--- src/hdl/julia_escape_time_macros.svh ---
// ----------------------------------------------------------------------------
// julia_escape_time_macros.svh
// Assertion shorthands for the escape-time controller, jet_ctrl. Each expects clk_i
// and rst_ni in scope.
// ----------------------------------------------------------------------------
`ifndef JULIA_ESCAPE_TIME_MACROS_SVH
`define JULIA_ESCAPE_TIME_MACROS_SVH

// Same-cycle implication
`define JET_ASSERT_NOW(lbl, ante, cons, msg) \
  lbl: assert property (@(posedge clk_i) disable iff (!rst_ni) (ante) |-> (cons)) \
    else $error(msg);

// Next-cycle implication
`define JET_ASSERT_NEXT(lbl, ante, cons, msg) \
  lbl: assert property (@(posedge clk_i) disable iff (!rst_ni) (ante) |=> (cons)) \
    else $error(msg);

`endif

--- src/hdl/jet_pkg.sv ---
// ----------------------------------------------------------------------------
// jet_pkg
// Shared types, constants and saturation helper for the escape-time block.
// ----------------------------------------------------------------------------
package jet_pkg;

  localparam int unsigned FracBitsDef = 26;
  localparam int unsigned DataW       = 32;
  localparam int unsigned LimitW      = 16;
  localparam int unsigned CountW      = LimitW + 1;
  localparam int unsigned AddrW       = 4;
  localparam logic [LimitW-1:0] LimitRst = 16'd10000;

  // Register offsets (byte address bits [3:2])
  localparam logic [1:0] RegBound = 2'd0;
  localparam logic [1:0] RegCReal = 2'd1;
  localparam logic [1:0] RegCImag = 2'd2;
  localparam logic [1:0] RegLimit = 2'd3;

  // Controller to datapath
  typedef struct packed {
    logic load;   // take the start point
    logic mul;    // register the three products
    logic scale;  // register scaled, saturated re/im
    logic upd;    // register z = sat(z*z + c)
  } cmd_t;

  // Datapath to controller
  typedef struct packed {
    logic escape; // new real part reaches the bound
  } status_t;

  // Clamp a wide signed value to the 32-bit range
  function automatic logic signed [DataW-1:0] sat32(input logic signed [64:0] v);
    logic signed [64:0] hi;
    logic signed [64:0] lo;
    hi = 65'sh0_7FFF_FFFF;
    lo = -65'sh0_8000_0000;
    if (v > hi) begin
      sat32 = 32'sh7FFF_FFFF;
    end else if (v < lo) begin
      sat32 = 32'sh8000_0000;
    end else begin
      sat32 = v[DataW-1:0];
    end
  endfunction

endpackage

--- src/hdl/jet_ctrl.sv ---
// ----------------------------------------------------------------------------
// jet_ctrl
// Sequencer: runs the step loop (multiply, scale, add), counts steps, owns the handshakes.
// ----------------------------------------------------------------------------
`include "julia_escape_time_macros.svh"

module jet_ctrl import jet_pkg::*; (
  input  logic              clk_i,
  input  logic              rst_ni,
  input  logic              in_valid_i,
  output logic              in_ready_o,
  output logic              out_valid_o,
  input  logic              out_ready_i,
  output logic [CountW-1:0] count_o,
  input  logic [LimitW-1:0] limit_i,
  input  status_t           status_i,
  output cmd_t              cmd_o
);

  typedef enum logic [2:0] {
    S_IDLE,
    S_MUL,
    S_SCALE,
    S_ADD,
    S_WAIT
  } state_e;

  state_e            state_q;
  logic [CountW-1:0] count_q;
  logic [CountW-1:0] result_q;
  logic              out_valid_q;
  logic              last_step;
  logic [CountW-1:0] limit_x;
  logic              in_loop;

  assign in_ready_o  = (state_q == S_IDLE);
  assign out_valid_o = out_valid_q;
  assign count_o     = result_q;
  assign limit_x     = {1'b0, limit_i};
  assign last_step   = (count_q == limit_x);
  assign in_loop     = state_q inside {S_MUL, S_SCALE, S_ADD};

  assign cmd_o.load  = in_valid_i & in_ready_o;
  assign cmd_o.mul   = (state_q == S_MUL);
  assign cmd_o.scale = (state_q == S_SCALE);
  assign cmd_o.upd   = (state_q == S_ADD);

  // State, step counter and output register
  always_ff @(posedge clk_i or negedge rst_ni) begin
    if (!rst_ni) begin
      state_q     <= S_IDLE;
      count_q     <= '0;
      result_q    <= '0;
      out_valid_q <= 1'b0;
    end else begin
      // in S_WAIT the output register is handled below
      if (out_valid_q && out_ready_i && (state_q != S_WAIT)) begin
        out_valid_q <= 1'b0;
      end
      case (state_q)
        S_IDLE: begin
          if (in_valid_i) begin
            count_q <= '0;
            state_q <= S_MUL;
          end
        end
        S_MUL:   state_q <= S_SCALE;
        S_SCALE: state_q <= S_ADD;
        S_ADD: begin
          if (status_i.escape) begin
            state_q <= S_WAIT;
          end else begin
            // no escape: this step counts
            count_q <= count_q + 1'b1;
            state_q <= last_step ? S_WAIT : S_MUL;
          end
        end
        S_WAIT: begin
          if (!out_valid_q || out_ready_i) begin
            result_q    <= count_q;
            out_valid_q <= 1'b1;
            state_q     <= S_IDLE;
          end
        end
        default: state_q <= S_IDLE;
      endcase
    end
  end

  `JET_ASSERT_NEXT(a_accept_starts, cmd_o.load, state_q == S_MUL, "no step after accept")
  `JET_ASSERT_NOW(a_count_in_loop, in_loop, count_q <= limit_x, "count past limit")
  `JET_ASSERT_NOW(a_result_range, out_valid_q, result_q <= limit_x + 1'b1, "result above limit+1")
  `JET_ASSERT_NEXT(a_add_after_scale, state_q == S_SCALE, state_q == S_ADD, "step sequence broken")

endmodule

--- config.mk ---
export PLATFORM = sky130hd
export DESIGN_NAME = jet_ctrl
export DESIGN_NICKNAME = d
export VERILOG_FILES = /design/src/hdl/jet_pkg.sv /design/src/hdl/jet_ctrl.sv
export VERILOG_INCLUDE_DIRS = /design/src /design/src/hdl
export SDC_FILE = /design/constraint.sdc
export NUM_CORES = 1
export LEC_CHECK = 0
export BUFFER_PORTS_ARGS = -buffer_cell sky130_fd_sc_hd__buf_2
export CAP_MARGIN = 20
export CORE_MARGIN = 1
export CORE_UTILIZATION = 49
export CTS_CLUSTER_DIAMETER = 200
export CTS_CLUSTER_SIZE = 10
export DETAILED_ROUTE_END_ITERATION = 16
export HOLD_SLACK_MARGIN = 0.02
export PLACE_DENSITY = 0.83
export RECOVER_POWER = 100
export SYNTH_ARGS = -nofsm -noshare
export SYNTH_HDL_FRONTEND = slang
export SYNTH_SLANG_ARGS = --single-unit
--- constraint.sdc ---
create_clock -name clk_i -period 1.85 [get_ports clk_i]
set_clock_uncertainty 0.15 [all_clocks]
set_input_delay 0.185 -clock clk_i [delete_from_list [all_inputs] [get_ports clk_i]]
set_output_delay 0.185 -clock clk_i [all_outputs]
set_load 0.005 [all_outputs]
== Word level (Yosys, flattened, before mapping) ==
Cells that the tools add are included.

* Bits in registers: 38
* Latch bits: 0
* RAM bits: 0
* ROM bits: 0
* Input port bits: 21
* Word-level logic and storage cells: 35
* Memories: 0

* Add/sub/neg operators: 1
* $mul: 0
* Div/mod/pow operators: 0
* Order comparisons: 0
* Equal/unequal tests: 9
* Shifts and indexed selects: 0
* Mux-type cells: 11
* Bitwise logic cells: 1
* Reductions and logical operators: 9

{| class="wikitable"
|+ Operators by type and width
! operator !! number
|-
| 17-bit 2-to-1 mux || 2
|-
| 17-bit one-hot mux with 2 select lines || 1
|-
| 17-bit by 1-bit adder with 17-bit output, second input constant || 1
|-
| 17-bit by 16-bit equality test with 1-bit output || 1
|-
| 3-bit one-hot mux with 5 select lines || 1
|-
| 3-bit 2-to-1 mux || 4
|-
| 3-bit by 2-bit equality test with 1-bit output, second input constant || 2
|-
| 2-bit inequality test, second input constant || 3
|-
| 2-bit AND reduction || 2
|-
| 3-bit by 1-bit equality test with 1-bit output, second input constant || 1
|-
| 3-bit equality test, second input constant || 1
|-
| 3-bit logical NOT || 1
|-
| 1-bit 2-to-1 mux || 3
|-
| 3-bit inequality test, second input constant || 1
|-
| 3-bit AND reduction || 1
|-
| 1-bit logical AND || 2
|-
| 2-bit nonzero test || 1
|-
| 1-bit bitwise AND || 1
|-
| 1-bit logical NOT || 1
|-
| 1-bit logical OR || 1
|}

== Longest topological paths before layout ==
* Word-level depth: 5
* Depth in mapped cells: 6

== Worst setup path after synthesis ==
No wires, ideal clock.

* Path type: flip-flop to flip-flop
* Start point: register state_q[0]
* End point: register count_q[15]
* Setup time: 73 ps
* Data arrival time: 1814 ps
* Data required time: 1627 ps
* Setup slack: -187 ps
* Stages on the path, launching flop included: 6
* Path buffers: 1
* Period minus slack after synthesis: 2037 ps
* Cells stage by stage: dfrtp_1 -> buf_6 -> or3b_4 -> a211o_1 -> or4_4 -> a21oi_2

* Cells in the longest elaborated chain, start to end: 3

{| class="wikitable"
|+ RTL lines
! element !! line !! source
|-
| start, declared || jet_ctrl.sv:28 || <nowiki>state_e state_q;</nowiki>
|-
| start signal, assigned || jet_ctrl.sv:75 || <nowiki>state_q <= last_step ? S_WAIT : S_MUL;</nowiki>
|-
| 3-bit by 2-bit equality test with 1-bit output / 3-bit logical NOT (equally long branches) || jet_ctrl.sv:60 || <nowiki>case (state_q)</nowiki>
|-
| 2-bit inequality test (no source line) / 2-bit nonzero test (equally long branches) || -- ||
|-
| 3-bit AND reduction (no source line) || -- ||
|-
| end signal, assigned || jet_ctrl.sv:74 || <nowiki>count_q <= count_q + 1'b1;</nowiki>
|-
| end, declared || jet_ctrl.sv:29 || <nowiki>logic [CountW-1:0] count_q;</nowiki>
|}

Parallel ways exist; a longest one is shown, timed or not.
A chain may end at the register's enable or synchronous reset.

== Final worst setup path ==
* Start point: register state_q[1]
* End point: register count_q[15]

Same word-level chain as after synthesis.

==> flow_summary.json <==
{
  "power.share.clock": 0.311,
  "synthFlopType": "dfrtp_1",
  "switching_share": 0.307,
  "rsz0062_at_grt": "true",
  "r2r_cells": 4,
  "synth_nets": 219,
  "required_ns": 1.93,
  "vdd_drop_max_v": 0.000719,
  "synth_top_area_share": 0.465,
  "pwr-share-comb": 0.328,
  "dieHeight_um": 66.6,
  "hpwl_mm": 3.45,
  "r2r_slack_ns": -0.12,
  "ys_ff_latch": 38,
  "critPathLaunchType": "flip-flop",
  "grt_pass1_vias": 1551,
  "drtIter0Drc": 165,
  "dp.cells": 303,
  "layout.nets": 291,
  "synth-edff-count": 0,
  "drtPass1Iterations": 4,
  "cp.arrival_ns": 2.06,
  "fillers": 311,
  "drv_slew": 0,
  "htree_levels": 2,
  "core_area_um2": 4000,
  "antenna_found_initial": 0,
  "diodes": 0,
  "initial_core_util": 0.511,
  "die_area_um2": 4430,
  "cts_made_buffers": 5,
  "async_reset_ff_frac": 1.00,
  "synthDistinctLibCells": 47,
  "hold_class": "primary input to flip-flop",
  "synth.top_cells.by_count": "dfrtp_1 (38), nand2_1 (18), mux2_2 (15)",
  "via_per_inst": 5.63,
  "ys_top_cells_by_area": "dfrtp_1 (47%), mux2_2 (8.3%), xor2_1 (4.7%)",
  "period_share": 1.07,
  "postLayoutCellArea_um2": 2680,
  "grt_pass1_wl_mm": 7.36,
  "synth_most_common_cell": "dfrtp_1",
  "root_buffer": "clkbuf_8",
  "drtAntennaViolNets": 0,
  "worst_slack_ns": -0.125,
  "outcome": "complete, but fails checks",
  "p_sw_mw": 0.872,
  "num_vias": 1801,
  "io_pins": 44,
  "cp-end-kind": "flip-flop",
  "crit_slowest_cell": "dfrtp_1",
  "worst_slew_pin_slew_ns": 0.968,
  "grt_max_degree": 39,
  "setup_tns_ns": -0.409,
  "synthCells": 197,
  "hold_ws_ns": 0.0311,
  "period_minus_slack_ns": 1.97,
  "track_usage": 0.233,
  "syn_to_final_growth_pct": 31.0,
  "wl_per_cell_um": 15.7,
  "min_from": "out_ready_i",
  "failed_checks": "negative setup slack",
  "setup_viol_count_final": 7,
  "pwr_density_cell_nw_per_um2": 1060,
  "routed_wl_mm": 5.02,
  "cts.path.max_buffers": 2,
  "grt_overflow_total": 0,
  "cts_tree": "built",
  "yosysSeqAreaShare": 0.465,
  "cp_cell_sequence": "or3b_4, a211o_4, or4_4, a21oi_2",
  "max_stage_delay_ns": 0.43,
  "hold_depth": 3,
  "r2r_start": "state_q[1]",
  "post_synth.cell_area_avg_um2": 10.4,
  "critPathKind": "flip-flop to flip-flop",
  "die_x_um": 66.6,
  "clkTransAtPathRegs_ns": 0.08,
  "cp_max_fo": 6,
  "row_count": 23,
  "insertion_delay_ns": 0.30,
  "worst_hold_path.endpoint": "out_valid_o",
  "drive_above_1_share": 0.422,
  "r2r-end": "count_q[15]",
  "p_leak_nw": 1.34,
  "synth_top_area_cell": "dfrtp_1",
  "max_freq_mhz": 506,
  "maxCapViolCount": 0,
  "seq_power_share": 0.360,
  "syn_area_um2": 2040,
  "placed_area_um2": 2440,
  "hold_viol_final": 0,
  "numPortBuffers": 43,
  "drc_errors": 0,
  "maxSlewHeadroom": 0.355,
  "fin_cells": 320,
  "place_congestion": 0.832,
  "p_int_mw": 1.97,
  "yosys_warnings": 0,
  "clock-sinks": 38
}
[power groups by stage]
| stage | Combinational [mW] | Sequential [mW] | Clock, mW |
|---|---|---|---|
| final | 0.932 | 1.02 | 0.884 |
| after global routing | 1.03 | 1.03 | 0.923 |
| after CTS | 0.867 | 1.02 | 0.895 |
| after detailed placement | 0.855 | 1.03 | 0 |
| after global placement | 0.837 | 1.03 | 0 |
| after floorplan | 0.567 | 1.02 | 0 |
[per-layer routing]
metal  global-route usage  wire, µm
met5                    0         0
met4                0.120       103
met3               0.0462       317
met2                0.343      2380
met1                0.321      2220
[final cells by class]
type	instances	area, µm²	area share
well taps	50	62.6	0.0234
flip-flops and latches	38	951	0.355
repair buffers	78	460	0.172
clock inverters	2	60.1	0.0224
clock buffers	6	82.6	0.0308
multi-input cells	138	1030	0.383
inverters	8	35.0	0.0131
[stage by stage]
stage	worst slack (ns)	power [mW]	utilization
after floorplan	-0.0529	1.59	-
after global placement	-0.0431	1.86	0.611
after detailed placement	-0.0756	1.89	0.611
after CTS	-0.0884	2.78	0.650
after global routing	-0.157	2.98	0.670
final	-0.125	2.84	0.670
[critical path, delay by kind of cell, from the launching register on]
family / cells / cell delay (ns)
compound gates: 2 / 0.48
flops: 1 / 0.43
simple gates: 2 / 0.84
[logic make-up after synthesis]
| kind of cell | after synthesis | share of synthesized area |
|---|---|---|
| fa+ha+maj | 1 | 0.00612 |
| mux | 17 | 0.0924 |
| xor+xnor | 15 | 0.0643 |
| buf+inv | 21 | 0.0563 |
| flops | 38 | 0.465 |
| compound gates | 42 | 0.143 |
| simple gates | 63 | 0.173 |
[what timing repair did]
action                     4_1_cts  5_1_grt
hold buffers                     1        0
setup endpoints to repair       13       15
setup buffers                    0        8
cloned                           0        0
gates resized for setup          2       13
hold endpoints to repair        38        0
pin swaps                        1        8
[worst max-delay path by stage]
stage,to,from
global placement,count_q[11],state_q[2]
detailed placement,count_q[4],state_q[0]
global route,count_q[15],state_q[1]
finish,count_q[15],state_q[1]
floorplan,count_q[15],state_q[0]
CTS,count_q[15],state_q[1]
[sequential cells by signal (all words and copies together), names as in the netlist]
signal	flops
count_q	17
count_o	17
state_q	3
out_valid_o	1
[layout by cell type (no fill, tap or decap), types with 3 or more instances in the layout]
master	n
nor3_1	3
nand3_1	6
a41o_1	3
xnor2_1	4
inv_1	7
mux2_2	15
or4_1	4
o21ai_0	8
xor2_1	11
nor2_1	9
clkbuf_1	9
clkbuf_2	5
buf_4	28
nand2_1	17
nand2b_1	3
a21oi_2	4
buf_2	34
dfrtp_1	38
a21oi_1	7
clkbuf_8	6
o31ai_1	5
nand4_1	3
Note: power is estimated with default switching activity, not from simulation.
