<file path="src/hdl/julia_escape_time_macros.svh">
// ----------------------------------------------------------------------------
// julia_escape_time_macros.svh
// Assertion shorthands for the escape-time controller, jet_ctrl. Each expects clk_i
// and rst_ni in scope.
// ----------------------------------------------------------------------------
`ifndef JULIA_ESCAPE_TIME_MACROS_SVH
`define JULIA_ESCAPE_TIME_MACROS_SVH

// Same-cycle implication
`define JET_ASSERT_NOW(lbl, ante, cons, msg) \
  lbl: assert property (@(posedge clk_i) disable iff (!rst_ni) (ante) |-> (cons)) \
    else $error(msg);

// Next-cycle implication
`define JET_ASSERT_NEXT(lbl, ante, cons, msg) \
  lbl: assert property (@(posedge clk_i) disable iff (!rst_ni) (ante) |=> (cons)) \
    else $error(msg);

`endif

</file>
<file path="src/hdl/jet_pkg.sv">
// ----------------------------------------------------------------------------
// jet_pkg
// Shared types, constants and saturation helper for the escape-time block.
// ----------------------------------------------------------------------------
package jet_pkg;

  localparam int unsigned FracBitsDef = 26;
  localparam int unsigned DataW       = 32;
  localparam int unsigned LimitW      = 16;
  localparam int unsigned CountW      = LimitW + 1;
  localparam int unsigned AddrW       = 4;
  localparam logic [LimitW-1:0] LimitRst = 16'd10000;

  // Register offsets (byte address bits [3:2])
  localparam logic [1:0] RegBound = 2'd0;
  localparam logic [1:0] RegCReal = 2'd1;
  localparam logic [1:0] RegCImag = 2'd2;
  localparam logic [1:0] RegLimit = 2'd3;

  // Controller to datapath
  typedef struct packed {
    logic load;   // take the start point
    logic mul;    // register the three products
    logic scale;  // register scaled, saturated re/im
    logic upd;    // register z = sat(z*z + c)
  } cmd_t;

  // Datapath to controller
  typedef struct packed {
    logic escape; // new real part reaches the bound
  } status_t;

  // Clamp a wide signed value to the 32-bit range
  function automatic logic signed [DataW-1:0] sat32(input logic signed [64:0] v);
    logic signed [64:0] hi;
    logic signed [64:0] lo;
    hi = 65'sh0_7FFF_FFFF;
    lo = -65'sh0_8000_0000;
    if (v > hi) begin
      sat32 = 32'sh7FFF_FFFF;
    end else if (v < lo) begin
      sat32 = 32'sh8000_0000;
    end else begin
      sat32 = v[DataW-1:0];
    end
  endfunction

endpackage

</file>
<file path="src/hdl/jet_regs.sv">
// ----------------------------------------------------------------------------
// jet_regs
// APB register file: escape bound, constant c and iteration limit.
// ----------------------------------------------------------------------------
module jet_regs import jet_pkg::*; (
  input  logic                    clk_i,
  input  logic                    rst_ni,
  input  logic                    psel,
  input  logic                    penable,
  input  logic                    pwrite,
  input  logic [AddrW-1:0]        paddr,
  input  logic [31:0]             pwdata,
  output logic [31:0]             prdata,
  output logic                    pready,
  output logic signed [DataW-1:0] bound_o,
  output logic signed [DataW-1:0] c_real_o,
  output logic signed [DataW-1:0] c_imag_o,
  output logic [LimitW-1:0]       limit_o
);

  logic signed [DataW-1:0] bound_q, c_real_q, c_imag_q;
  logic [LimitW-1:0]       limit_q;
  logic                    wr_en;

  assign pready = 1'b1;
  assign wr_en  = psel & penable & pwrite;

  // Register writes
  always_ff @(posedge clk_i or negedge rst_ni) begin
    if (!rst_ni) begin
      bound_q  <= '0;
      c_real_q <= '0;
      c_imag_q <= '0;
      limit_q  <= LimitRst;
    end else if (wr_en) begin
      case (paddr[3:2])
        RegBound: bound_q  <= pwdata;
        RegCReal: c_real_q <= pwdata;
        RegCImag: c_imag_q <= pwdata;
        RegLimit: limit_q  <= pwdata[LimitW-1:0];
        default:  ;
      endcase
    end
  end

  // Read mux
  always_comb begin
    case (paddr[3:2])
      RegBound: prdata = bound_q;
      RegCReal: prdata = c_real_q;
      RegCImag: prdata = c_imag_q;
      RegLimit: prdata = {{(32-LimitW){1'b0}}, limit_q};
      default:  prdata = '0;
    endcase
  end

  assign bound_o  = bound_q;
  assign c_real_o = c_real_q;
  assign c_imag_o = c_imag_q;
  assign limit_o  = limit_q;

endmodule

</file>
<file path="config.mk">
export PLATFORM = sky130hd
export DESIGN_NAME = jet_regs
export DESIGN_NICKNAME = d
export VERILOG_FILES = /design/src/hdl/julia_escape_time_macros.svh /design/src/hdl/jet_pkg.sv /design/src/hdl/jet_regs.sv
export SDC_FILE = /design/constraint.sdc
export NUM_CORES = 1
export LEC_CHECK = 0
export BUFFER_PORTS_ARGS = -buffer_cell sky130_fd_sc_hd__buf_2
export CORE_UTILIZATION = 46
export CTS_BUF_LIST = sky130_fd_sc_hd__clkbuf_8
export CTS_CLUSTER_SIZE = 28
export DETAILED_ROUTE_END_ITERATION = 7
export GPL_ROUTABILITY_DRIVEN = 0
export PLACE_DENSITY_LB_ADDON = 0.25
export SLEW_MARGIN = 20
export SYNTH_ARGS = -nofsm -noshare
export SYNTH_HDL_FRONTEND = slang
export SYNTH_SLANG_ARGS = --single-unit
</file>
<file path="constraint.sdc">
create_clock -name clk_i -period 1.16 [get_ports clk_i]
set_input_delay 0.116 -clock clk_i [delete_from_list [all_inputs] [get_ports clk_i]]
set_output_delay 0.116 -clock clk_i [all_outputs]
set_load 0.01 [all_outputs]
</file>
# == Word-level counts from Yosys, hierarchy flattened ==
# Index checks and enable logic that the tools add are counted.
# word_totals
input_bits,41
regBits,112
wordCells,15
# op_classes
reduce_logical,5
eq_ne,3
n_mux,1
bitwise,2
# ops
cell,count
one-hot mux 32 bit (4 select lines),1
AND reduction 2 bit,4
"== test 2 bit, second input constant",2
AND 1 bit,2
"== test 2 x 1 -> 1 bit, second input constant",1
zero test 2 bit,1

# == Logic depth before layout (Yosys ltp) ==
# Gate-level depths: netlist of the first run.
# depth
word_depth,3
mapped_depth,6
depth_no_buf,3

# == Worst setup path after synthesis of the first run ==
# No wires, ideal clock.
# synth_timing
path_kind,input -> register
start,input paddr[2]
end,"register c_imag_q[10], in the netlist c_imag_o[10]"
required_time_ps,1035
arrival_time_ps,1208
setup_slack_ps,-173
n_path_buf,3
stages,5
setup_ps,125
path_cell_list,buf_4 or3_1 buf_2 buf_6 mux2_4
# synth_via
elab_chain_len,2
# synth_rtl
item,line_no,rtl
start: declaration,jet_regs.sv:11,"input logic [AddrW-1:0] paddr,"
== test 2 bit,jet_regs.sv:36,case (paddr[3:2])
AND reduction 2 bit (no line),n/a,
end signal: assignment,jet_regs.sv:39,RegCImag: c_imag_q <= pwdata;
end: declaration,jet_regs.sv:21,"logic signed [DataW-1:0] bound_q, c_real_q, c_imag_q;"
# No other way between the ends.
# A chain may end at the register's enable or synchronous reset.

# == Worst setup path after layout of the first run ==
# layout_timing
start,"register bound_q[14], in the netlist bound_o[14]"
end,output prdata[14]
# layout_via
elab_chain_len,1
# layout_rtl
item,line_no,rtl
start: declaration,jet_regs.sv:21,
start signal: assignment,jet_regs.sv:37,RegBound: bound_q <= pwdata;
one-hot mux 32 bit (4 select lines),jet_regs.sv:48,case (paddr[3:2])
end: declaration,jet_regs.sv:13,"output logic [31:0] prdata,"
# No other way between the ends.

==> impl_metrics.toml, run 1 <==
[timing]
timing_max_transition_violations_final = 0
timing.final.crit_period_ns = 1.58
finalSetupTns_ns = -8.08
final-setup-viol-count = 44
worst_clock_skew_ns = 0
min_period_over_period_pct = 136
final_critical_path_setup_slack_ns = -0.420
timing_hold_violations_final = 0
fmax_achieved_mhz = 633
rsz_0062_raised_after_global_routing = "true"

[finish]
layout-area-overhead-vs-synth_pct = 60.4
drive_above_1_share_pct = 71.8
diodes = 0
finish.net_count = 660

[worst_setup_path]
rr_endpoint = "c_imag_o[14]"
crit_buf_inv = 1
cp-endpoint = "prdata[14]"
setup.worst_path.start_class = "register"
critical-path-top-delay-family = "multiplexers"
critical-path-slowest-cell = "sky130_fd_sc_hd__mux4_2"
critPathKind = "reg2out"
critical_path_fanout_max = 2
timing.critical_path.required_ns = 1.04
setup.reg_to_reg.worst_slack_ns = 0.14
cp_cell_sequence = "mux4_2 > buf_6"
ff2ff_path_depth = 3
setup.worst_path.start = "bound_o[14]"
cp-end-kind = "output port"
slowest_delay_ns = 0.51
rr_startpoint = "c_imag_o[14]"
critical_path_arrival_ns = 1.46
timing.critical_path.depth = 2

[logic_synthesis]
synth_async_sr_flop_share_pct = 100
ys_types = 23
syn_area_um2 = 5030
synth.ff_latch_count = 112
netlist_instances = 320
synth_edf_count = 0
ys.flop_type = "sky130_fd_sc_hd__dfrtp_1"
post_synth.cell_area_avg_um2 = 15.7
yosys_warnings = 0
yosysSeqAreaShare_pct = 55.8
synth_fp_nets = 361

[routing]
route.detailed.wl_per_inst_um = 19.5
drc_errors = 0
initialDrtViolationCount = 194
drt-total-wl_um = 14800
first_pass_iters = 4
vias = 3936
antenna_violating_nets_post_route = 0
drt-vias-per-instance = 5.18

[floorplan]
die-area_um2 = 11400
num_io_pins = 186
core_area_um2 = 10500
die_height_um = 107
core_rows = 37
die-width_um = 107
initial_standard_cell_utilization_of_the_core_pct = 48.1

[hold_path]
worstHoldPathType = "in2reg"
timing.hold.worst_path_depth = 2

[grt]
grt_overflow_total = 0
first_global_vias = 4075
grt_util_all_layers_pct = 25.3
antenna_found_initial = 0
grt_first_pass_wirelength_um = 21800
grt_start_max_net_pins = 33

[clock_tree]
clockRootBuffer = "sky130_fd_sc_hd__clkbuf_8"
cts_tree = "yes"
clock_latency_ns = 0.36
clk_transition_reported_paths_ns = 0.12
cts-htree-levels = 3
cts_num_sinks = 112
cts_buffers = 9
clk_path_buf_depth = 2

[status]
status = "finished, violations left"
violated_checks = "negative setup slack"

[power]
worst_vdd_rail_ir_drop_v = 0.00110
design_power_total_mw = 14.2
powerDensity_nw_per_um2 = 1760
leakagePower_nw = 4.03

[flow_run]
max_cap_violations = 0

[place]
post-dp-hpwl_um = 9110
numPortBuffers = 182
cells in the mapped netlist, drive strengths merged, types with 5 or more instances:
master / n / share of area (%)
buf: 18 / 2.4
dfstp: 5 / 2.6
clkbuf: 5 / 0.37
dfrtp: 107 / 53
mux2: 112 / 27
mux4: 16 / 7.2
nand2: 16 / 1.2
o21ai: 16 / 1.6
mux2i: 16 / 3.2
cell usage in the layout (no fill, tap or decap), drive strengths merged, types with 5 or more instances in the layout:
cell type / count
dfstp: 5
o21ai: 16
clkbuf: 9
nand2: 16
buf: 296
inv: 6
mux2: 112
dfrtp: 107
dlygate4sd3: 14
mux4: 16
mux2i: 16
metal layers:
layer,up-vias,global-route usage [%],part of all wire [%]
met3,23,4.38,4.6
met1,1998,31.9,41
met5,-,0,0
li1,1755,-,-
met4,0,8.51,1.9
met2,160,44.2,52
cell families (layout without fill, tap and decap cells):
group | Yosys count | count (layout) | synth area share (%)
multiplexers | 144 | 144 | 37.6
flip-flops | 112 | 112 | 55.8
buffers and inverters | 24 | 328 | 2.81
AND/OR/NAND/NOR | 23 | 23 | 2.06
AO/OA/AOI/OAI | 16 | 16 | 1.59
other | 1 | 1 | 0.0745
sequential cells by signal, indices dropped and copies added, names as in the netlist:
signal,flops
limit_o,16
bound_o,32
c_imag_o,32
c_real_o,32
report_power, final:
| group | leakage [nW] | internal, mW | switching, mW |
|---|---|---|---|
| clock | 0.108 | 1.03 | 1.38 |
| combinational | 2.55 | 3.92 | 2.27 |
| sequential | 1.36 | 4.84 | 0.738 |
| total | 4.03 | 9.79 | 4.38 |
how the worst min path moves through the flow:
stage | from | endpoint | slack, ns
after global routing | pwdata[25] | c_imag_o[25] | 0.001
after floorplan | rst_ni | bound_o[0] | -0.18
after CTS | pwdata[14] | c_imag_o[14] | 0.0003
after global placement | rst_ni | bound_o[8] | 0.10
after detailed placement | rst_ni | bound_o[7] | 0.09
final | pwdata[30] | c_imag_o[30] | 0.01
per-stage QoR:
step	instance area (um^2)	util [%]	setup WS, ns	hold WS, ns	instances
after floorplan	5090	-	-0.148	-0.180	320
after global placement	6470	61.9	-0.280	0.101	667
after detailed placement	6470	61.9	-0.301	0.0926	667
after CTS	7420	70.9	-0.397	0.000339	741
after global routing	8070	77.2	-0.460	0.00111	760
final	8070	77.2	-0.420	0.00997	760
cell type report:
| cell class | instances | area (um^2) |
|---|---|---|
| Tap cell | 136 | 170 |
| Fill cell | 642 | 2390 |
| Multi-Input combinational cell | 184 | 2100 |
| Sequential cell | 112 | 2810 |
| Clock inverter | 7 | 76.3 |
| Clock buffer | 9 | 124 |
| Inverter | 1 | 3.75 |
| Timing Repair Buffer | 311 | 2790 |
repair_timing:
item                                    in CTS  in global routing
hold endpoints to repair                    45                  1
buffers inserted                            47                 37
hold buffers                                13                  1
gates cloned                                 2                  0
pin swaps                                    0                  0
endpoints found under the setup margin      48                103
resized for setup                           62                112
Power figures use the tool's default switching activity.
==> run 2, diff against run 1 <==
--- a/config.mk
+++ b/config.mk
@@ -5,6 +5,7 @@
 export SDC_FILE = /design/constraint.sdc
 export NUM_CORES = 1
 export LEC_CHECK = 0
+export ABC_AREA = 1
 export BUFFER_PORTS_ARGS = -buffer_cell sky130_fd_sc_hd__buf_2
 export CORE_UTILIZATION = 46
 export CTS_BUF_LIST = sky130_fd_sc_hd__clkbuf_8
==> run 2 against run 1 <==
  * The flow still finishes with violations (negative setup slack)
  * Synthesized cell count rose by 100%
  * Sequential share of layout area up 1.2 points
  * Worst hold slack improved by 0.00085 ns
  * Setup slack better by 0.20 ns
  * Total power decreased by 12%
  * Utilization is 5.1 points lower
  * Register-to-register slack worse by 0.02 ns
  * Combinational power fell by 27%
  * Count of clock-buffer cells in the layout up 2
  * Wire length up 17%
  * Critical path depth is 1 higher
  * Final cell count is 43% higher
  * Largest power group is now sequential cells
==> impl_metrics.toml, run 2 <==
[worst_setup_path]
critical_path_arrival_ns = 1.26
setup.worst_path.start_class = "register"
cp-end-kind = "output port"
critical_path_fanout_max = 2
slowest_delay_ns = 0.57
critical-path-slowest-cell = "sky130_fd_sc_hd__dfstp_2"
timing.critical_path.required_ns = 1.04
critPathKind = "reg2out"
cp_cell_sequence = "nand3_2 > nand4_1 > buf_2"
setup.reg_to_reg.worst_slack_ns = 0.12

[logic_synthesis]
post_synth.cell_area_avg_um2 = 7.89
synth_async_sr_flop_share_pct = 100
netlist.area_leader.share_pct = 52.1
synth_area_leaders = "sky130_fd_sc_hd__dfrtp_1 52%, sky130_fd_sc_hd__nand2_1 30%, sky130_fd_sc_hd__nand3_1 6.2%"
ys.flop_type = "sky130_fd_sc_hd__dfrtp_1"
synth_top_family_by_area = "simple AND/OR/NAND/NOR gates"
synth.area.mux_share_pct = 0
ys_types = 19
synth_edf_count = 0
yosys_warnings = 0
synth-adder-area-share_pct = 0
synth_fp_nets = 692
netlist_instances = 651
synthMostInstantiatedCell = "sky130_fd_sc_hd__nand2_1"
synth.ff_latch_count = 112
synth-simple-area-share_pct = 39.8
top_post_synthesis_cells_by_count = "404 x sky130_fd_sc_hd__nand2_1, 107 x sky130_fd_sc_hd__dfrtp_1, 64 x sky130_fd_sc_hd__nand3_1"
xor_and_xnor_fraction_of_the_mapped_netlist_area_pct = 0
synth_top_cell_by_area = "sky130_fd_sc_hd__dfrtp_1"
syn_area_um2 = 5140
synth_compound_area_share_pct = 0
yosysSeqAreaShare_pct = 54.7

[timing]
timing.final.crit_period_ns = 1.38
min_period_over_period_pct = 119
fmax_achieved_mhz = 726
finalSetupTns_ns = -2.79
worst_clock_skew_ns = 0
rsz_0062_raised_after_global_routing = "true"
fin_hold_ws_ns = 0.0108
final_critical_path_setup_slack_ns = -0.218
timing_hold_violations_final = 0
final-setup-viol-count = 37
timing_max_transition_violations_final = 0

[power]
worst_vdd_rail_ir_drop_v = 0.000977
powerDensity_nw_per_um2 = 1600
combinational_power_share_pct = 35.9
netSwitchingPower_mw = 4.10
clkPwrFrac_pct = 21.0
leakagePower_nw = 4.40
power.switching_fraction_pct = 32.7
p_int_mw = 8.43
p_seq_share_pct = 43.1

[floorplan]
die-area_um2 = 11600
core_area_um2 = 10800
num_io_pins = 186
die_height_um = 108
core_rows = 38
die-width_um = 108
initial_standard_cell_utilization_of_the_core_pct = 47.4

[place]
numPortBuffers = 182
place_area_um2 = 6320
placedCellCount = 967
post-dp-hpwl_um = 10600

[finish]
utilization_pct = 72.0
layout.cell_area.non_filler_um2 = 7810
diodes = 0
layout-area-overhead-vs-synth_pct = 52.0
n_fill_cell = 806
drive_above_1_share_pct = 34.1
finish.net_count = 983
final_cell_count_no_fill = 1087
layout_commonest_cell = "sky130_fd_sc_hd__nand2_1"
layout.cells.most_common_list = "404 x sky130_fd_sc_hd__nand2_1, 141 x sky130_fd_sc_hd__buf_2, 107 x sky130_fd_sc_hd__dfrtp_1"

[flow_run]
max_cap_violations = 0

[routing]
met2WireLength_um = 8570
initialDrtViolationCount = 406
drt-vias-per-instance = 5.22
drc_errors = 0
drt-total-wl_um = 17400
met3WireLength_um = 1300
first_pass_iters = 5
route.detailed.wl_per_inst_um = 16.0
antenna_violating_nets_post_route = 0
route.top_layer_used = "met4"
vias = 5678
routedLengthMet1_um = 7040

[clock_tree]
clk_transition_reported_paths_ns = 0.10
cts_num_sinks = 112
clockRootBuffer = "sky130_fd_sc_hd__clkbuf_8"
cts_buffers = 9
clock_latency_ns = 0.37
cts-htree-levels = 3
clk_path_buf_depth = 2
cts_tree = "yes"

[grt]
grt_start_max_net_pins = 65
first_global_vias = 5125
antenna_found_initial = 0
grt_util_all_layers_pct = 28.7
grt_overflow_total = 0
grt_first_pass_wirelength_um = 25400

[hold_path]
worstHoldPathType = "in2reg"

[status]
violated_checks = "negative setup slack"
status = "finished, violations left"
==> run 2: changes by cell type after synthesis, sizes merged, moves of 5 or more <==
| cell | change |
|---|---|
| buf | +13 |
| inv | +5 |
| mux2 | -112 |
| mux2i | -16 |
| mux4 | -16 |
| nand2 | +393 |
| nand3 | +64 |
| nand4 | +15 |
| nor2 | +5 |
| o21ai | -16 |
==> run 2: kinds of logic after synthesis <==
logic type	after synthesis
buf+inv	42
other cells	1
simple gates	496
flops	112
==> run 2: what timing repair did <==
action	CTS	global route
hold buffers	32	0
pin swaps	60	25
endpoints found under the hold margin	199	0
resized for setup	22	64
gates cloned	0	0
setup buffers	49	25
setup endpoints to repair	37	70
==> run 2: worst paths after layout <==
check / to / startpoint / cells past startpoint
min in group asynchronous: bound_o[26] / rst_ni / 3
max in group asynchronous: limit_o[13] / rst_ni / 3
worst max register to register: limit_o[10] / limit_o[10] / 5
worst min-delay path: bound_o[12] / pwdata[12] / 3
worst max-delay path: prdata[4] / limit_o[4] / 3
worst min register to register: bound_o[22] / bound_o[22] / 2
==> run 2: critical path: cells and delay by family (launching register included) <==
kind / cells / cell delay, ns
flops: 1 / 0.57
simple gates: 2 / 0.17
buf+inv: 1 / 0.14
==> run 2: power by group through the flow <==
stage               clock [mW]  combinational, mW  sequential, mW
floorplan                    0               1.09            5.74
global placement             0               2.87            5.43
detailed placement           0               2.96            5.46
CTS                       2.65               3.82            5.32
global route              2.81               4.88            5.47
finish                    2.63               4.50            5.40
==> run 2: final cells by class <==
| class | instances | area, um^2 | share of cell area [%] |
|---|---|---|---|
| flip-flops and latches | 112 | 2810 | 36.0 |
| repair buffers | 316 | 2490 | 31.9 |
| multi-input cells | 497 | 2070 | 26.5 |
| well taps | 140 | 175 | 2.24 |
| clock buffers | 11 | 151 | 1.94 |
| clock inverters | 5 | 80.1 | 1.03 |
| inverters | 6 | 30.0 | 0.385 |
==> run 2: metrics by stage <==
stage / total power [mW] / setup WS (ns)
floorplan: 6.83 / 0.204
global placement: 8.31 / 0.0403
detailed placement: 8.42 / 0.000697
CTS: 11.8 / -0.178
global route: 13.2 / -0.257
finish: 12.5 / -0.218
==> run 2: routing by layer <==
| metal | vias up | global-route usage [%] |
|---|---|---|
| met5 | - | 0 |
| met4 | 0 | 12.1 |
| met3 | 48 | 4.24 |
| met2 | 292 | 48.1 |
| met1 | 2732 | 37.0 |
| li1 | 2606 | - |
==> run 3, diff against run 2 <==
--- a/config.mk
+++ b/config.mk
@@ -7,9 +7,10 @@
 export LEC_CHECK = 0
 export ABC_AREA = 1
 export BUFFER_PORTS_ARGS = -buffer_cell sky130_fd_sc_hd__buf_2
+export CORE_MARGIN = 2
 export CORE_UTILIZATION = 46
 export CTS_BUF_LIST = sky130_fd_sc_hd__clkbuf_8
-export CTS_CLUSTER_SIZE = 28
+export CTS_CLUSTER_SIZE = 30
 export DETAILED_ROUTE_END_ITERATION = 7
 export GPL_ROUTABILITY_DRIVEN = 0
 export PLACE_DENSITY_LB_ADDON = 0.25
==> run 3 against run 2 <==
  * The flow still finishes with violations (negative setup slack)
  * First-iteration DRC count rose by 41%
  * Combinational power increased by 4%
  * Maximum frequency up 1.8%
  * Via count grew 1.3%
==> impl_metrics.toml, run 3 (synthesized netlist as in run 2, its figures left out) <==
[place]
placedCellCount = 974
post-dp-hpwl_um = 11100
numPortBuffers = 182
place_area_um2 = 6370

[finish]
utilization_pct = 72.4
layout.cells.most_common_list = "404 x sky130_fd_sc_hd__nand2_1, 135 x sky130_fd_sc_hd__buf_2, 107 x sky130_fd_sc_hd__dfrtp_1"
layout-area-overhead-vs-synth_pct = 53.3
layout.cell_area.non_filler_um2 = 7880
drive_above_1_share_pct = 35.1
n_fill_cell = 797
final_cell_count_no_fill = 1098
finish.net_count = 994
layout_commonest_cell = "sky130_fd_sc_hd__nand2_1"
diodes = 0

[timing]
fin_hold_ws_ns = 0.0211
min_period_over_period_pct = 117
worst_clock_skew_ns = 0
final_critical_path_setup_slack_ns = -0.193
rsz_0062_raised_after_global_routing = "true"
final-setup-viol-count = 29
timing.final.crit_period_ns = 1.35
timing_max_transition_violations_final = 0
fmax_achieved_mhz = 739
timing_hold_violations_final = 0

[power]
powerDensity_nw_per_um2 = 1550
worst_vdd_rail_ir_drop_v = 0.000973
power.switching_fraction_pct = 34.1
leakagePower_nw = 4.44
netSwitchingPower_mw = 4.15
clkPwrFrac_pct = 17.6
p_seq_share_pct = 44.0
combinational_power_share_pct = 38.4
p_int_mw = 8.04

[clock_tree]
cts_buffers = 9
clk_path_buf_depth = 2
cts_tree = "yes"
clockRootBuffer = "sky130_fd_sc_hd__clkbuf_8"
cts-htree-levels = 3
clk_transition_reported_paths_ns = 0.10
clock_latency_ns = 0.35
cts_num_sinks = 112

[routing]
drc_errors = 0
antenna_violating_nets_post_route = 0
first_pass_iters = 5
drt-vias-per-instance = 5.24
initialDrtViolationCount = 574
vias = 5749
route.detailed.wl_per_inst_um = 16.4
drt-total-wl_um = 18000

[hold_path]
worstHoldPathType = "in2reg"

[worst_setup_path]
cp-end-kind = "output port"
setup.worst_path.start_class = "register"
critical_path_arrival_ns = 1.24
timing.critical_path.required_ns = 1.04
critical_path_fanout_max = 2
critPathKind = "reg2out"

[floorplan]
die_height_um = 110
core_rows = 38
initial_standard_cell_utilization_of_the_core_pct = 47.2
die-area_um2 = 12000
die-width_um = 110
core_area_um2 = 10900
num_io_pins = 186

[grt]
grt_overflow_total = 0
antenna_found_initial = 0
grt_start_max_net_pins = 33
first_global_vias = 5251
grt_first_pass_wirelength_um = 26000
grt_util_all_layers_pct = 28.1

[flow_run]
max_cap_violations = 0

[status]
violated_checks = "negative setup slack"
status = "finished, violations left"
==> run 3: changes by cell type in the layout (fill, tap and decap cells not counted), sizes merged <==
| cell | previous run | this run |
|---|---|---|
| clkbuf | 11 | 10 |
| buf | 284 | 295 |
| clkinvlp | 1 | 0 |
| bufinv | 2 | 0 |
| clkinv | 1 | 5 |
==> run 3: final cells by class <==
cell class                 instances  area [um^2]  share of cell area [%]
sequential                       112         2810                    35.6
timing repair buffer             327         2620                    33.2
multi-input combinational        497         2070                    26.3
tap                              140          175                    2.22
clock buffer                      10          138                    1.75
clock inverter                     6         33.8                   0.429
inverter                           6         32.5                   0.413
==> run 3: stage by stage <==
step	setup slack, ns	TNS (ns)	total power, mW
after floorplan	0.204	0	6.83
after global placement	-0.0159	-0.0940	8.35
after detailed placement	-0.0390	-1.10	8.47
after CTS	-0.173	-2.04	11.3
after global routing	-0.239	-4.47	12.9
final	-0.193	-2.11	12.2
==> run 3: worst max-delay path, stage by stage (launching register included) <==
cell	delay, ns
sky130_fd_sc_hd__dfstp_2	0.56
sky130_fd_sc_hd__nand3_2	0.07
sky130_fd_sc_hd__nand4_1	0.10
sky130_fd_sc_hd__buf_2	0.16
==> run 3: timing repair <==
action	CTS	global route
hold endpoints to repair	110	0
setup endpoints to repair	37	76
hold buffers	32	0
resized for setup	12	85
setup buffers	57	19
gates cloned	0	0
pin swaps	72	25
==> run 3: power groups by stage <==
stage               clock network, mW  registers (mW)  logic [mW]
detailed placement                  0            5.45        3.02
finish                           2.14            5.37        4.68
global route                     2.33            5.44        5.09
CTS                              2.16            5.28        3.88
floorplan                           0            5.74        1.09
global placement                    0            5.42        2.93
==> run 3: final timing paths <==
kind | slack [ns] | depth (start not counted) | end | startpoint
max reg2reg | 0.25 | 4 | limit_o[8] | limit_o[8]
min in group asynchronous | 0.23 | 2 | c_real_o[22] | rst_ni
max in group asynchronous | 0.36 | 3 | limit_o[2] | rst_ni
max | -0.19 | 3 | prdata[4] | limit_o[4]
min reg2reg | 0.51 | 2 | c_imag_o[8] | c_imag_o[8]
min | 0.02 | 3 | c_real_o[14] | pwdata[14]
==> run 3: routing by layer <==
metal	wire [um]	track usage [%]	part of all wire, %
met2	8800	46.3	49
met5	0	0	0
met1	7390	37.4	41
met3	1540	6.11	8.5
met4	257	7.78	1.4
